--- src/vute_pkg.sv ---
`timescale 1ns / 1ps
// ----------------------------------------------------------------------------
// vute_pkg
// Shared constants of the vector unit transfer execute block.
// ----------------------------------------------------------------------------
package vute_pkg;

  localparam int MEM_QWORDS_DEF = 1024;
  localparam int LANE_W         = 32;
  localparam int LANES          = 4;
  localparam int QWORD_W        = LANE_W * LANES;
  localparam int VREGS          = 32;
  localparam int VREG_AW        = 5;

  localparam logic [3:0] CMD_MOVE = 4'd0;
  localparam logic [3:0] CMD_MFIR = 4'd1;
  localparam logic [3:0] CMD_MTIR = 4'd2;
  localparam logic [3:0] CMD_MR32 = 4'd3;
  localparam logic [3:0] CMD_LQ   = 4'd4;
  localparam logic [3:0] CMD_LQD  = 4'd5;
  localparam logic [3:0] CMD_LQI  = 4'd6;
  localparam logic [3:0] CMD_SQ   = 4'd7;
  localparam logic [3:0] CMD_SQD  = 4'd8;
  localparam logic [3:0] CMD_SQI  = 4'd9;
  localparam logic [3:0] CMD_ILW  = 4'd10;
  localparam logic [3:0] CMD_ISW  = 4'd11;
  localparam logic [3:0] CMD_ILWR = 4'd12;
  localparam logic [3:0] CMD_ISWR = 4'd13;
  localparam logic [3:0] CMD_LOI  = 4'd14;
  localparam logic [3:0] CMD_MFP  = 4'd15;

endpackage

--- src/vute_ram.sv ---
`timescale 1ns / 1ps
// ----------------------------------------------------------------------------
// vute_ram
// Generic simple dual-port RAM, one write and one registered read port.
// ----------------------------------------------------------------------------
module vute_ram #(
  parameter int WIDTH = vute_pkg::QWORD_W,
  parameter int DEPTH = vute_pkg::VREGS
) (
  input  logic                     clk,
  input  logic                     we,
  input  logic [$clog2(DEPTH)-1:0] waddr,
  input  logic [WIDTH-1:0]         wdata,
  input  logic [$clog2(DEPTH)-1:0] raddr,
  output logic [WIDTH-1:0]         rdata
);

  logic [WIDTH-1:0] mem [DEPTH];

  always_ff @(posedge clk) begin
    if (we) begin
      mem[waddr] <= wdata;
    end
    rdata <= mem[raddr];
  end

endmodule

--- config.mk ---
export PLATFORM = sky130hd
export DESIGN_NAME = vute_ram
export DESIGN_NICKNAME = d
export VERILOG_FILES = /design/src/vute_pkg.sv /design/src/vute_ram.sv
export SDC_FILE = /design/constraint.sdc
export NUM_CORES = 2
export LEC_CHECK = 0
export BUFFER_PORTS_ARGS = -buffer_cell sky130_fd_sc_hd__buf_4
export CORE_ASPECT_RATIO = 0.8
export CORE_UTILIZATION = 25
export DETAILED_ROUTE_END_ITERATION = 12
export GPL_TIMING_DRIVEN = 0
export PLACE_DENSITY = 0.48
export SYNTH_ARGS = -nofsm -noshare
export SYNTH_HDL_FRONTEND = slang
export SYNTH_SLANG_ARGS = --single-unit
export TNS_END_PERCENT = 100
--- constraint.sdc ---
create_clock -name clk -period 14.1 [get_ports clk]
set_clock_uncertainty 0.05 [all_clocks]
set_input_delay 1.41 -clock clk [delete_from_list [all_inputs] [get_ports clk]]
set_output_delay 1.41 -clock clk [all_outputs]
set_load 0.1 [all_outputs]
==> impl_metrics.toml <==
[status]
status = "finished, violations left"
violations = "max-capacitance violations, max-slew violations"

[finish]
drive_gt1_frac = 0.309
final_cells = 16004
area_growth_syn_to_layout_pct = 21.0
fillers = 59135
multiInputGateArea_mm2 = 0.0282
fin_nets = 7540
ff_latch_area_mm2 = 0.126
fin_util = 0.304

[floorplan]
ios = 268
core_area_mm2 = 0.618
die_area_mm2 = 0.624
fp.dieW_um = 883
start_util = 0.251
rows = 258
die_h_um = 707

[clocking]
cts.sinks = 4224
cts_hold_buf = 0
cts_buffers = 433
cts-htree-levels = 5
cts_buffer_depth = 4
cts_root_buf = "clkbuf_16"
worstSkewPairLatency_ps = 1010
path_clk_slew_ps = 60
cts-resized-gates = 0
cts_post_setup_buffers_inserted = 0
cts_tree = "done"

[synthesis]
synth.distinct_cells = 28
synth_edf_count = 4096
ys_warn_count = 0
synth_area_leaders = "edfxtp_1 (79%), mux4_2 (14%), o22ai_1 (1.8%)"
synth_ff_type = "edfxtp_1"
synth_cells = 6440
synth_area_mm2 = 0.155
synth_nets = 6580
ys_seq_area_frac = 0.809
synthTopCellsByCount = "edfxtp_1 (4096), mux4_2 (956), o22ai_1 (444)"
avgSynthCellArea_um2 = 24.1
synth_seq_cells = 4224
synth_top_area_share = 0.792
yosysTopAreaCell = "edfxtp_1"
synthArstFlopShare = 0
yosysMostFrequentCell = "edfxtp_1"

[worst_setup_path]
crit_required_ps = 14800
arrival_ps = 5360
worstSetupPathType = "input pin to register"
r2r_setup_slack_ps = 11660
crit_path_max_fanout = 10
cp-end-kind = "register"
r2r_start = "mem[31][34]$_DFFE_PP_"
r2r-end = "rdata[34]$_DFF_P_"
cp-start-kind = "input pin"
rr_worst_depth = 3

[route]
vias = 74773
drc = 0
routed_wl_mm = 479
routed_via_density = 4.67
first_pass_iters = 5
wl_per_cell_um = 29.9
drt_iter0_drc = 8309
postRouteAntennaNets = 0

[global_routing]
grt_pass1_wl_mm = 646
grtUsageTotal = 0.149
grt_overflow = 0
grt_pass1_vias = 76203
antenna_found_initial = 102
grt_max_degree = 33

[pwr]
p_per_area_mw_per_mm2 = 146
vdd_drop_max_mv = 0.120
total_power_uw = 27400
p_leak_uw = 0.0577

[sta]
post-route-period-util = 0.330
slew_headroom = -0.0217
tightest_slew_ps = 1530
fmax_ghz = 0.215
period_minus_slack_ps = 4660
grt_setup_unrepaired = "no"
finalSetupViolCount = 0
slew_viol_final = 12
hold_viol = 0
holdWs_ps = 746
finalSetupTns_ps = 0

[placement]
dp_cells = 15155
finalWeightedCongestion = 0.723
dpl.hpwl_mm = 321
io_buffers = 264

[worst_hold_path]
hold_end = "mem[6][98]$_DFFE_PP_"
hold_path.class = "input pin to register"
min_from = "wdata[98]"
whs_path_depth = 1

[job]
cap_viol_max_count = 3
sequential cells by signal, summed over array words and instances (netlist names):
name   count
rdata    128
mem     4096
cells in the final DEF (no fill, tap or decap), types with 99 or more instances in the layout:
master	count
edfxtp_1	4096
mux4_2	956
o22ai_1	444
clkbuf_16	441
buf_4	349
buf_12	192
clkbuf_1	157
mux2i_1	136
dfxtp_1	128
a22oi_1	102
clkinv_1	99
cell type report:
cell class	count	area share
diodes	47	0.000626
clock inverters	293	0.0161
repair buffers	525	0.0391
well taps	8190	0.0546
flip-flops and latches	4224	0.669
clock buffers	509	0.0603
multi-input cells	1864	0.150
plain buffers	352	0.0105
how the worst max path moves through the flow:
stage          cells past startpoint      from                   end
6_report                           8  raddr[4]     rdata[60]$_DFF_P_
5_1_grt                            8  raddr[4]     rdata[60]$_DFF_P_
4_1_cts                            8  raddr[4]     rdata[60]$_DFF_P_
3_5_place_dp                       8  raddr[4]     rdata[60]$_DFF_P_
3_3_place_gp                       4  waddr[1]  mem[0][91]$_DFFE_PP_
2_1_floorplan                      3  waddr[1]  mem[12][0]$_DFFE_PP_
report_power, final:
group | internal [uW] | total (uW) | switching [uW] | leakage (uW)
Clock | 6640 | 11700 | 5050 | 0.00699
Sequential | 14000 | 14000 | 52.8 | 0.0380
Combinational | 514 | 1750 | 1240 | 0.0127
kinds of logic after synthesis:
kind of cell | Yosys count | synth area share
compound gates | 546 | 0.0228
simple gates | 226 | 0.00832
flops | 4224 | 0.809
mux | 1092 | 0.147
buf+inv | 352 | 0.0126
layer usage:
layer,wire [um],up-vias,global-route usage
li1,-,30128,-
met1,204000,41013,0.204
met2,227000,2883,0.241
met3,34400,703,0.0306
met4,12300,46,0.0390
met5,286,-,0
critical path: stages:
cell and delay, ps:
buf_4 120, nor2b_1 120, buf_4 190, nand2b_1 160, buf_2 650, clkbuf_1 1060, o22ai_1 430, nor4_1 1200
through the flow:
step                area, um2  setup WS [ps]
floorplan              155000           6040
global placement       167000          -3560
CTS                    188000           9530
finish                 188000           9440
detailed placement     173000           8450
global route           188000           9480
(Power assumes the default switching activity.)
